[config.mk]
export PLATFORM = sky130hd
export DESIGN_NAME = servo_axis_mode_sequencer
export DESIGN_NICKNAME = d
export VERILOG_FILES = /design/src/hw/rtl/sams_pkg.sv /design/src/hw/rtl/sams_cfg_regs.sv /design/src/hw/rtl/sams_step.sv /design/src/hw/rtl/servo_axis_mode_sequencer.sv
export SDC_FILE = /design/constraint.sdc
export NUM_CORES = 1
export LEC_CHECK = 0
export ABC_CLOCK_PERIOD_IN_PS = 4700
export BUFFER_PORTS_ARGS = -buffer_cell sky130_fd_sc_hd__buf_2
export CAP_MARGIN = 20
export CORE_MARGIN = 2
export CORE_UTILIZATION = 50
export DETAILED_ROUTE_END_ITERATION = 12
export PLACE_DENSITY = 0.82
export SLEW_MARGIN = 10
export SYNTH_ARGS = -nofsm -noshare
export SYNTH_HDL_FRONTEND = slang
export SYNTH_HIERARCHICAL = 1
export SYNTH_SLANG_ARGS = --single-unit
[constraint.sdc]
create_clock -name clk_i -period 4.7 [get_ports clk_i]
set_input_delay 0 -clock clk_i [delete_from_list [all_inputs] [get_ports clk_i]]
set_output_delay 0 -clock clk_i [all_outputs]
set_load 0.02 [all_outputs]
[src/hw/rtl/sams_pkg.sv]
// Shared types and constants for the servo axis mode sequencer.
package sams_pkg;

  // Field widths of the scan and result beats.
  localparam int unsigned StatusW = 10;
  localparam int unsigned ReqW    = 7;
  localparam int unsigned CmdW    = 10;
  localparam int unsigned DtW     = 8;
  localparam int unsigned TmoW    = 16;

  // Reset value of the drive-ready timeout in milliseconds.
  localparam logic [TmoW-1:0] DefaultReadyTimeout = 16'd20000;

  // Configuration register indexes.
  localparam logic [1:0] RegSimulated  = 2'd0;
  localparam logic [1:0] RegHomeDirect = 2'd1;
  localparam logic [1:0] RegTimeout    = 2'd2;

  // Drive status bits.
  localparam int unsigned StBasic   = 0;
  localparam int unsigned StCfgDone = 1;
  localparam int unsigned StInited  = 2;
  localparam int unsigned StReady   = 3;
  localparam int unsigned StPowered = 4;
  localparam int unsigned StHomed   = 5;
  localparam int unsigned StInPos   = 6;
  localparam int unsigned StBusy    = 7;
  localparam int unsigned StMoving  = 8;
  localparam int unsigned StInSync  = 9;

  // Drive command bits.
  localparam int unsigned CmdPower  = 0;
  localparam int unsigned CmdHome   = 1;
  localparam int unsigned CmdAbs    = 2;
  localparam int unsigned CmdAdd    = 3;
  localparam int unsigned CmdVel    = 4;
  localparam int unsigned CmdJogNeg = 5;
  localparam int unsigned CmdJogPos = 6;
  localparam int unsigned CmdCouple = 7;
  localparam int unsigned CmdSave   = 8;
  localparam int unsigned CmdUpdate = 9;

  // Request bits, also used for the request clear mask.
  localparam int unsigned ReqHome   = 0;
  localparam int unsigned ReqAbs    = 1;
  localparam int unsigned ReqAdd    = 2;
  localparam int unsigned ReqVel    = 3;
  localparam int unsigned ReqJogNeg = 4;
  localparam int unsigned ReqJogPos = 5;
  localparam int unsigned ReqCouple = 6;

  // Home parameter selection codes.
  localparam logic [1:0] HselNone   = 2'd0;
  localparam logic [1:0] HselDirect = 2'd1;
  localparam logic [1:0] HselConfig = 2'd2;

  // Axis sequence states.
  typedef enum logic [3:0] {
    ST_INIT    = 4'd0,
    ST_PREP    = 4'd1,
    ST_POWER   = 4'd2,
    ST_HOME    = 4'd3,
    ST_WHOME   = 4'd4,
    ST_IDLE    = 4'd5,
    ST_MOVE    = 4'd6,
    ST_VEL     = 4'd7,
    ST_WCOUPLE = 4'd8,
    ST_COUPLED = 4'd9,
    ST_ERROR   = 4'd10
  } axis_state_e;

  // Configuration register contents.
  typedef struct packed {
    logic            simulated;
    logic            home_direct;
    logic [TmoW-1:0] ready_timeout;
  } cfg_t;

  // Sequence state carried from scan to scan (timer count kept apart).
  typedef struct packed {
    axis_state_e     state;
    logic [CmdW-1:0] cmd;
    logic            home_done;
    logic            timed_out;
  } seq_t;

  // Per-scan results that are not part of the carried state.
  typedef struct packed {
    logic [ReqW-1:0] req_clear;
    logic            move_done;
    logic [1:0]      home_sel;
  } res_t;

endpackage

[src/hw/rtl/sams_cfg_regs.sv]
// APB configuration registers of the servo axis mode sequencer.
module sams_cfg_regs
  import sams_pkg::*;
(
  input  logic        clk_i,
  input  logic        rst_ni,
  input  logic        psel,
  input  logic        penable,
  input  logic        pwrite,
  input  logic [3:0]  paddr,
  input  logic [31:0] pwdata,
  output logic [31:0] prdata,
  output logic        pready,
  output cfg_t        cfg_o
);

  cfg_t cfg_q, cfg_d;
  logic wr_en;

  assign pready = 1'b1;
  assign wr_en  = psel && penable && pwrite;

  // Register write decode; addresses past the last register are ignored.
  always_comb begin
    cfg_d = cfg_q;
    if (wr_en) begin
      unique case (paddr[3:2])
        RegSimulated:  cfg_d.simulated     = pwdata[0];
        RegHomeDirect: cfg_d.home_direct   = pwdata[0];
        RegTimeout:    cfg_d.ready_timeout = pwdata[TmoW-1:0];
        default:       cfg_d = cfg_q;
      endcase
    end
  end

  always_ff @(posedge clk_i or negedge rst_ni) begin
    if (!rst_ni) begin
      cfg_q.simulated     <= 1'b0;
      cfg_q.home_direct   <= 1'b0;
      cfg_q.ready_timeout <= DefaultReadyTimeout;
    end else begin
      cfg_q <= cfg_d;
    end
  end

  // Read back.
  always_comb begin
    unique case (paddr[3:2])
      RegSimulated:  prdata = {31'd0, cfg_q.simulated};
      RegHomeDirect: prdata = {31'd0, cfg_q.home_direct};
      RegTimeout:    prdata = {{(32 - TmoW){1'b0}}, cfg_q.ready_timeout};
      default:       prdata = 32'd0;
    endcase
  end

  assign cfg_o = cfg_q;

endmodule

[src/hw/rtl/sams_step.sv]
// One scan step of the axis sequence and the drive-ready timer.
module sams_step
  import sams_pkg::*;
#(
  parameter int unsigned TIMER_BITS = 16
) (
  input  cfg_t                  cfg_i,
  input  seq_t                  seq_i,
  input  logic [TIMER_BITS-1:0] elapsed_i,
  input  logic                  alarm_i,
  input  logic [StatusW-1:0]    status_i,
  input  logic [ReqW-1:0]       req_i,
  input  logic [DtW-1:0]        dt_i,
  output seq_t                  seq_o,
  output logic [TIMER_BITS-1:0] elapsed_o,
  output res_t                  res_o
);

  localparam int unsigned CmpW = (TIMER_BITS >= TmoW) ? TIMER_BITS + 1 : TmoW + 1;

  axis_state_e     st;
  logic [CmdW-1:0] cmd;
  logic            hdone;
  logic [ReqW-1:0] clr;
  logic            done;
  logic [1:0]      hsel;
  logic            timer_in;
  logic [CmpW-1:0] sum;
  logic [CmpW-1:0] limit;
  logic [CmpW-1:0] tmax;
  logic [CmpW-1:0] capped;

  // Sequence step: alarm overrides, jog commands drop every scan.
  always_comb begin
    st       = alarm_i ? ST_ERROR : seq_i.state;
    cmd      = seq_i.cmd;
    hdone    = seq_i.home_done;
    clr      = '0;
    done     = 1'b0;
    hsel     = HselNone;
    timer_in = 1'b0;
    cmd[CmdJogNeg] = 1'b0;
    cmd[CmdJogPos] = 1'b0;

    unique case (st)
      ST_INIT: begin
        if (status_i[StBasic]) begin
          cmd[CmdSave] = 1'b1;
          if (status_i[StCfgDone]) begin
            cmd[CmdSave]   = 1'b0;
            cmd[CmdUpdate] = 1'b0;
          end
          st = ST_PREP;
        end
      end
      ST_PREP: begin
        cmd[CmdUpdate] = 1'b1;
        if (status_i[StInited]) begin
          cmd[CmdPower] = 1'b0;
          st = ST_POWER;
        end
      end
      ST_POWER: begin
        if (status_i[StReady] || seq_i.timed_out) begin
          cmd[CmdPower] = 1'b1;
          if (status_i[StPowered]) st = ST_HOME;
        end else begin
          timer_in = 1'b1;
        end
      end
      ST_HOME: begin
        if (status_i[StReady]) begin
          if (!seq_i.home_done || !status_i[StHomed]) begin
            if (cfg_i.simulated || cfg_i.home_direct) begin
              hsel = HselDirect;
              clr[ReqHome] = 1'b1;
              cmd[CmdHome] = 1'b1;
              st = ST_WHOME;
            end else if (req_i[ReqHome]) begin
              hsel = HselConfig;
              clr[ReqHome] = 1'b1;
              cmd[CmdHome] = 1'b1;
              st = ST_WHOME;
            end
          end else begin
            st = ST_IDLE;
          end
        end
      end
      ST_WHOME: begin
        if (status_i[StHomed]) begin
          cmd[CmdHome] = 1'b0;
          hdone = 1'b1;
          st = ST_IDLE;
        end
      end
      ST_IDLE: begin
        priority if (req_i[ReqHome]) begin
          hdone = 1'b0;
          st = ST_HOME;
        end else if (req_i[ReqAbs]) begin
          clr[ReqAbs] = 1'b1;
          cmd[CmdAbs] = 1'b1;
          st = ST_MOVE;
        end else if (req_i[ReqAdd]) begin
          clr[ReqAdd] = 1'b1;
          cmd[CmdAdd] = 1'b1;
          st = ST_MOVE;
        end else if (req_i[ReqVel]) begin
          cmd[CmdVel] = 1'b1;
          st = ST_VEL;
        end else if (req_i[ReqJogNeg]) begin
          cmd[CmdJogNeg] = 1'b1;
        end else if (req_i[ReqJogPos]) begin
          cmd[CmdJogPos] = 1'b1;
        end else if (req_i[ReqCouple]) begin
          cmd[CmdCouple] = 1'b1;
          st = ST_WCOUPLE;
        end else begin
          st = ST_IDLE;
        end
      end
      ST_MOVE: begin
        if (status_i[StInPos] && !status_i[StBusy]) begin
          done = 1'b1;
          cmd[CmdAbs] = 1'b0;
          cmd[CmdAdd] = 1'b0;
          st = ST_IDLE;
        end
      end
      ST_VEL: begin
        if (!req_i[ReqVel]) begin
          cmd[CmdVel] = 1'b0;
          st = ST_IDLE;
        end
      end
      ST_WCOUPLE: begin
        if (status_i[StInSync]) st = ST_COUPLED;
      end
      ST_COUPLED: begin
        if (!req_i[ReqCouple]) begin
          cmd[CmdCouple] = 1'b0;
          if (!status_i[StInSync]) st = ST_IDLE;
        end
      end
      ST_ERROR: begin
        clr = '1;
        cmd[CmdHome]   = 1'b0;
        cmd[CmdAbs]    = 1'b0;
        cmd[CmdAdd]    = 1'b0;
        cmd[CmdVel]    = 1'b0;
        cmd[CmdCouple] = 1'b0;
        cmd[CmdSave]   = 1'b1;
        if (!status_i[StMoving]) cmd[CmdPower] = 1'b0;
        if (!alarm_i) st = ST_INIT;
      end
      default: begin
        st = seq_i.state;
      end
    endcase
  end

  // Ready timer: saturating add, capped at the timeout and the counter range.
  assign sum    = CmpW'(elapsed_i) + CmpW'(dt_i);
  assign limit  = CmpW'(cfg_i.ready_timeout);
  assign tmax   = CmpW'({TIMER_BITS{1'b1}});

  always_comb begin
    capped = (sum > limit) ? limit : sum;
    if (capped > tmax) capped = tmax;
  end

  assign elapsed_o       = timer_in ? capped[TIMER_BITS-1:0] : '0;
  assign seq_o.state     = st;
  assign seq_o.cmd       = cmd;
  assign seq_o.home_done = hdone;
  assign seq_o.timed_out = timer_in && (capped >= limit);
  assign res_o.req_clear = clr;
  assign res_o.move_done = done;
  assign res_o.home_sel  = hsel;

endmodule

[src/hw/rtl/servo_axis_mode_sequencer.sv]
// Top level of the servo axis mode sequencer: scan register, state and result register.
//
// Usage: each input beat is one control scan (alarm, drive status, operator
// requests, scan time). Each scan gives exactly one result beat with the axis
// state, drive command bits, request clear mask, move-complete pulse, home
// parameter selection, home-done flag and ready-timeout flag.
// Both channels use valid/stall; a beat moves when valid is high and stall low.
// On the way from an accepted scan to its result beat, the scan is
// registered, the combinational step logic updates the sequence state, and the
// result lands in the output register. Throughput is one scan per cycle while
// the receiver does not stall; the sequence state is updated in the same cycle
// that the scan moves to the output register, so the next scan sees it at once.
// When the receiver stalls, the result beat holds; one more scan waits in the
// scan register, after which in_stall_o rises until the result is taken.
// Reset puts the axis in init with all commands off, the home-done flag and
// ready timer cleared, and the registers at their defaults (timeout 20000 ms).
// Configuration is to be written over APB only while no scan is in flight (user's duty; not enforced).
module servo_axis_mode_sequencer
  import sams_pkg::*;
#(
  parameter int unsigned TIMER_BITS = 16
) (
  input  logic               clk_i,
  input  logic               rst_ni,
  // Configuration port
  input  logic               psel,
  input  logic               penable,
  input  logic               pwrite,
  input  logic [3:0]         paddr,
  input  logic [31:0]        pwdata,
  output logic [31:0]        prdata,
  output logic               pready,
  // Scan channel
  input  logic               in_valid_i,
  output logic               in_stall_o,
  input  logic               alarm_active_i,
  input  logic [StatusW-1:0] drive_status_i,
  input  logic [ReqW-1:0]    requests_i,
  input  logic [DtW-1:0]     scan_time_ms_i,
  // Result channel
  output logic               out_valid_o,
  input  logic               out_stall_i,
  output logic [3:0]         axis_state_code_o,
  output logic [CmdW-1:0]    drive_commands_o,
  output logic [ReqW-1:0]    request_clear_o,
  output logic               move_complete_o,
  output logic [1:0]         home_param_select_o,
  output logic               first_home_done_o,
  output logic               ready_timed_out_o
);

  cfg_t                  cfg;
  logic                  scan_valid_q;
  logic                  alarm_q;
  logic [StatusW-1:0]    status_q;
  logic [ReqW-1:0]       req_q;
  logic [DtW-1:0]        dt_q;
  seq_t                  seq_q, seq_d;
  logic [TIMER_BITS-1:0] elapsed_q, elapsed_d;
  res_t                  res_d;
  logic                  out_valid_q;
  seq_t                  out_seq_q;
  res_t                  out_res_q;
  logic                  out_free;
  logic                  advance;
  logic                  in_take;

  sams_cfg_regs u_cfg (
    .clk_i   (clk_i),
    .rst_ni  (rst_ni),
    .psel    (psel),
    .penable (penable),
    .pwrite  (pwrite),
    .paddr   (paddr),
    .pwdata  (pwdata),
    .prdata  (prdata),
    .pready  (pready),
    .cfg_o   (cfg)
  );

  sams_step #(
    .TIMER_BITS (TIMER_BITS)
  ) u_step (
    .cfg_i     (cfg),
    .seq_i     (seq_q),
    .elapsed_i (elapsed_q),
    .alarm_i   (alarm_q),
    .status_i  (status_q),
    .req_i     (req_q),
    .dt_i      (dt_q),
    .seq_o     (seq_d),
    .elapsed_o (elapsed_d),
    .res_o     (res_d)
  );

  // Handshake: the scan register drains whenever the result register can load.
  assign out_free   = !out_valid_q || !out_stall_i;
  assign advance    = scan_valid_q && out_free;
  assign in_stall_o = scan_valid_q && !out_free;
  assign in_take    = in_valid_i && !in_stall_o;

  // Control state.
  always_ff @(posedge clk_i or negedge rst_ni) begin
    if (!rst_ni) begin
      scan_valid_q    <= 1'b0;
      out_valid_q     <= 1'b0;
      seq_q.state     <= ST_INIT;
      seq_q.cmd       <= '0;
      seq_q.home_done <= 1'b0;
      seq_q.timed_out <= 1'b0;
      elapsed_q       <= '0;
    end else begin
      if (in_take) begin
        scan_valid_q <= 1'b1;
      end else if (advance) begin
        scan_valid_q <= 1'b0;
      end
      if (out_free) begin
        out_valid_q <= scan_valid_q;
      end
      if (advance) begin
        seq_q     <= seq_d;
        elapsed_q <= elapsed_d;
      end
    end
  end

  // Scan and result payload registers.
  always_ff @(posedge clk_i) begin
    if (in_take) begin
      alarm_q  <= alarm_active_i;
      status_q <= drive_status_i;
      req_q    <= requests_i;
      dt_q     <= scan_time_ms_i;
    end
    if (advance) begin
      out_seq_q <= seq_d;
      out_res_q <= res_d;
    end
  end

  assign out_valid_o         = out_valid_q;
  assign axis_state_code_o   = out_seq_q.state;
  assign drive_commands_o    = out_seq_q.cmd;
  assign first_home_done_o   = out_seq_q.home_done;
  assign ready_timed_out_o   = out_seq_q.timed_out;
  assign request_clear_o     = out_res_q.req_clear;
  assign move_complete_o     = out_res_q.move_done;
  assign home_param_select_o = out_res_q.home_sel;

`ifndef SYNTHESIS
  // The ready timer only holds its flag while the axis waits in power-on.
  a_timeout_in_power: assert property (@(posedge clk_i) disable iff (!rst_ni)
    seq_q.timed_out |-> seq_q.state == ST_POWER)
    else $error("ready timeout flag set outside power-on");

  // A finished move always lands in idle.
  a_done_to_idle: assert property (@(posedge clk_i) disable iff (!rst_ni)
    out_valid_q && move_complete_o |-> axis_state_code_o == ST_IDLE)
    else $error("move complete without return to idle");

  // A home parameter selection comes with the home command and wait-home state.
  a_home_sel: assert property (@(posedge clk_i) disable iff (!rst_ni)
    out_valid_q && (home_param_select_o != HselNone) |->
      drive_commands_o[CmdHome] && axis_state_code_o == ST_WHOME)
    else $error("home selection without home command");

  // The sequence state only moves when a scan goes to the result register.
  a_state_moves_on_advance: assert property (@(posedge clk_i) disable iff (!rst_ni)
    !advance |=> $stable(seq_q))
    else $error("sequence state changed without a scan");
`endif

endmodule
* Word level (Yosys, flattened, before mapping)
Index checks and enable logic that the tools add are counted.
Widths: inputs -> output; s select.
** Storage, ports and cells
- Bits in registers :: 104
- Latch bits :: 0
- Bits in writable memories :: 0
- ROM bits :: 0
- Memories :: 0
** Cells by class
- Add/sub/neg operators :: 1
- $mul :: 0
- Divide/modulo/power cells :: 0
- Order comparisons :: 3
- Eq/ne operators :: 12
- Shift operators :: 0
- Mux-type cells :: 82
- Bitwise operators :: 3
- Reductions and logical operators :: 26
** Operators by type and width (number)
- $mux 4 :: 25
- $pmux 16 s3 :: 1
- $pmux 4 s11 :: 1
- $mux 17 :: 2
- $mux 1 :: 32
- $add 16x8->17 :: 1
- $ge 17x16->1 :: 1
- $gt 17x16->1 :: 1
- $gt 17x16->1 const B :: 1
- $eq 4x3->1 const B :: 4
- $mux 16 :: 1
- $mux 2 :: 7
- $eq 4x4->1 const B :: 3
- $pmux 1 s3 :: 4
- $eq 4x2->1 const B :: 2
- $pmux 1 s2 :: 4
- $logic_and 1x1->1 :: 7
- $logic_not 1->1 :: 7
- $mux 6 :: 1
- $pmux 2 s3 :: 1
- $reduce_and 2->1 :: 3
- $mux 5 :: 1
- $eq 4x1->1 const B :: 1
- $logic_not 4->1 :: 1
- 10 further kinds :: 15

* Depth between registers and ports, before layout
- Word-level depth :: 8
- Gate-level depth with buffers :: 24
- Gate-level depth less buffers :: 23

* Hierarchy
Netlist, hierarchy kept.
** Modules (own cells, without submodules)
- servo_axis_mode_sequencer :: instances 1, cells an instance 127, area each 2854.0 um^2
- sams_step :: instances 1, cells an instance 367, area each 2433.6 um^2
- sams_cfg_regs :: instances 1, cells an instance 80, area each 969.7 um^2

* Least setup slack after synthesis
OpenSTA, ideal clock, no wires.
- Kind :: register to register
- From :: register elapsed_q[0]
- To :: register seq_q[0] (netlist bit)
- Setup time :: 0.125 ns
- Data arrival time :: 4.617 ns
- Slack :: -0.042 ns
- Cell stages (with the launch flop) :: 23
- Path buffers :: 0
- Clock period less this slack :: 4.742 ns
- Path through :: dfrtp_1 -> ha_1 -> inv_1 -> fa_1 -> nor2b_4 -> o31a_4 -> o21a_1 -> or3_1 -> and2_1 -> ha_1 -> a211oi_1 -> nor2_1 -> o31a_2 -> o21a_1 -> nor2_1 -> mux2_2 -> ha_1 -> nor2b_1 -> o21ai_0 -> o2111ai_1 -> nand3_1 -> a31oi_1 -> mux2_2
** RTL lines
- start, declared :: line servo_axis_mode_sequencer.sv:59 : logic [TIMER_BITS-1:0] elapsed_q, elapsed_d;
- start signal, assigned :: line servo_axis_mode_sequencer.sv:123 : elapsed_q <= elapsed_d;
- end signal, assigned :: line servo_axis_mode_sequencer.sv:122 : seq_q <= seq_d;
- end, declared :: line servo_axis_mode_sequencer.sv:58 : seq_t seq_q, seq_d;

==> impl_metrics.yaml <==
floorplanning:
  die-area_sq_mm: 0.0133
  die_x_um: 115
  core_region_area_sq_mm: 0.0121
  ios: 130
  start_util_pct: 51.3
  die_h_um: 115
  rows: 40
critical_path:
  slowest_delay_ns: 0.39
  critPathSlowestCell: "dfrtp_1"
  startpoint_type: "register"
  cp_data_required_time_ns: 4.95
  cp.arrival_ns: 4.97
  crit_type: "register to register"
  cp_max_fo: 6
  crit_chain: "ha_2 -> inv_2 -> fa_2 -> nor2b_4 -> o31a_4 -> o311ai_4 -> a21boi_2 -> xor2_2 -> ha_1 -> nand4_1 -> nor3_2 -> a221o_2 -> o21a_4 -> buf_6 -> o21ai_2 -> nand2_1 -> ha_1 -> a21oi_2 -> nor2b_1 -> o21ai_1 -> o2111ai_2 -> nand3_2 -> a31oi_1 -> mux2_4"
  endpoint_kind: "register"
  cpMostUsedCell: "ha_1"
power_and_ir_drop:
  cellPowerDensity_mw_per_mm2: 367
  leakagePower_nw: 3.60
  ir_worst_vdd_mv: 0.233
sta:
  hold_violations: 0
  rsz0062_at_grt: "yes"
  setup_viol: 1
  worst_pin_slew_ns: 0.893
  fin_crit_sh_pct: 101
  min_period_ns: 4.73
  hold_ws_ns: 0.0527
  clock_skew_ns: 0.0106
  fmax_mhz: 212
  fin_setup_tns_ns: -0.0260
  max_slew_margin_pct: 40.0
  layout_setup_ws_ns: -0.0260
  finalMaxSlewViolations: 0
yosys:
  ys_warn_count: 6
  syn_area_sq_mm: 0.00618
  synth.avg_cell_area_sq_um: 10.9
  netlist_instances: 570
run:
  max-cap-violations: 0
cts:
  cts_sinks: 102
  numCtsBuffers: 9
  cts_max_level: 3
  cts_tree: "done"
  clk_path_buf_depth: 2
  clkTransAtPathRegs_ns: 0.07
  clock_latency_ns: 0.35
  cts_root_buffer: "clkbuf_16"
routing:
  drc_errors: 0
  met2_length_mm: 7.19
  drtIter0Drc: 447
  routed_via_density: 5.54
  wl_met3_mm: 1.04
  first_pass_iters: 5
  finalWirelength_mm: 15.6
  wire_per_inst_um: 17.0
  highest_layer: "met4"
  drt-met1-wl_mm: 7.09
  drt.antenna.violating_nets: 0
  num_vias: 5089
grt:
  antenna_found_initial: 0
  grt_overflow: 0
  grtUsageTotal_pct: 23.9
  grt_pass1_wl_mm: 24.4
  grt_max_degree: 57
  grt_pass1_vias: 4762
placed_design:
  gp_congestion: 0.962
  dp_hpwl_mm: 11.0
  place_area_sq_mm: 0.00696
  port_buffers: 94
  dp_cells: 851
finish:
  nNetsFinal: 855
  drive_above_1_share_pct: 36.1
  insertedDiodeCount: 0
  design_area_sq_mm: 0.00800
  fin_cells: 918
  area_growth_pct: 29.4
  fin_util_pct: 66.3
  fill_cells: 926
status:
  violations: "setup timing"
  status: "finished with violations"
worst_hold_path:
  hp-class: "primary input to register"
==> metal layers <==
metal,vias to the layer above,GRT usage (%)
met4,0,8.59
li1,2394,-
met1,2452,34.3
met2,222,37.2
met3,21,3.37
met5,-,0
==> sequential cells by signal, summed over array words and instances (netlist names) <==
signal	count
alarm_q	1
axis_state_code_o	4
drive_commands_o	10
dt_q	8
elapsed_q	16
first_home_done_o	1
home_param_select_o	2
move_complete_o	1
out_valid_o	1
ready_timed_out_o	1
req_q	7
request_clear_o	7
scan_valid_q	1
seq_q	14
status_q	10
u_cfg/cfg_o	18
==> stage by stage <==
stage | total power, W | worst slack, ns
floorplan | 0.00183 | 0.0214
global placement | 0.00206 | -0.188
detailed placement | 0.00209 | -0.257
CTS | 0.00288 | -0.0815
global route | 0.00310 | -0.270
finish | 0.00294 | -0.0260
==> worst paths after layout <==
kind	start	endpoint	slack [ns]	depth (start not counted)
setup / recovery	elapsed_q[0]$_DFFE_PN0P_	seq_q[0]$_DFFE_PN0P_	-0.03	24
hold / removal	paddr[3]	u_cfg/cfg_o[16]$_DFFE_PN0P_	0.05	3
setup reg to reg	elapsed_q[0]$_DFFE_PN0P_	seq_q[0]$_DFFE_PN0P_	-0.03	24
hold reg to reg	scan_valid_q$_DFFE_PN0P_	out_valid_o$_DFFE_PN0P_	0.51	1
max in group asynchronous	rst_ni	seq_q[11]$_DFFE_PN0P_	3.95	3
min in group asynchronous	rst_ni	elapsed_q[2]$_DFFE_PN0P_	0.30	3
==> layout make-up <==
class	count	area (sq um)	share of cell area [%]
Timing Repair Buffer	187	1290	16.1
Tap cell	168	210	2.63
Inverter	34	128	1.59
Clock inverter	6	50.0	0.625
Multi-Input combinational cell	411	3270	40.8
Sequential cell	102	2820	35.2
Clock buffer	10	239	2.99
==> worst max-delay path, delay by kind of cell (launching register included) <==
family	cells	cell delay (ns)
AND/OR/NAND/NOR	6	0.53
buffers and inverters	2	0.19
XOR/XNOR	1	0.18
adder cells (fa/ha/maj)	4	1.04
multiplexers	1	0.26
flip-flops	1	0.39
AO/OA/AOI/OAI	10	2.04
==> repair_timing <==
action	4_1_cts	5_1_grt
hold buffers	46	0
setup buffers	2	3
gates cloned	0	0
hold endpoints to repair	91	0
gates resized for setup	28	33
pin swaps	15	21
setup endpoints to repair	2	2
==> placed cells by master, fill, tap and decap left out, types with 13 or more instances in the layout <==
cell	instances
dlygate4sd3_1	46
buf_2	94
and2_1	17
dfrtp_1	45
nor2_1	30
conb_1	17
a21oi_1	31
nand2_1	26
edfxtp_1	52
ha_1	33
inv_1	33
buf_4	45
nand3_1	14
nor3_1	13
o21ai_0	20
mux2_2	48
==> report_power, final <==
| part | leakage, nW | switching [W] | internal, W |
|---|---|---|---|
| logic | 2.32 | 0.000556 | 0.000430 |
| clock network | 0.143 | 0.000345 | 0.000382 |
| registers | 1.14 | 0.000132 | 0.00109 |
| total | 3.60 | 0.00103 | 0.00190 |
No activity file was read; power rests on OpenSTA's default activity.
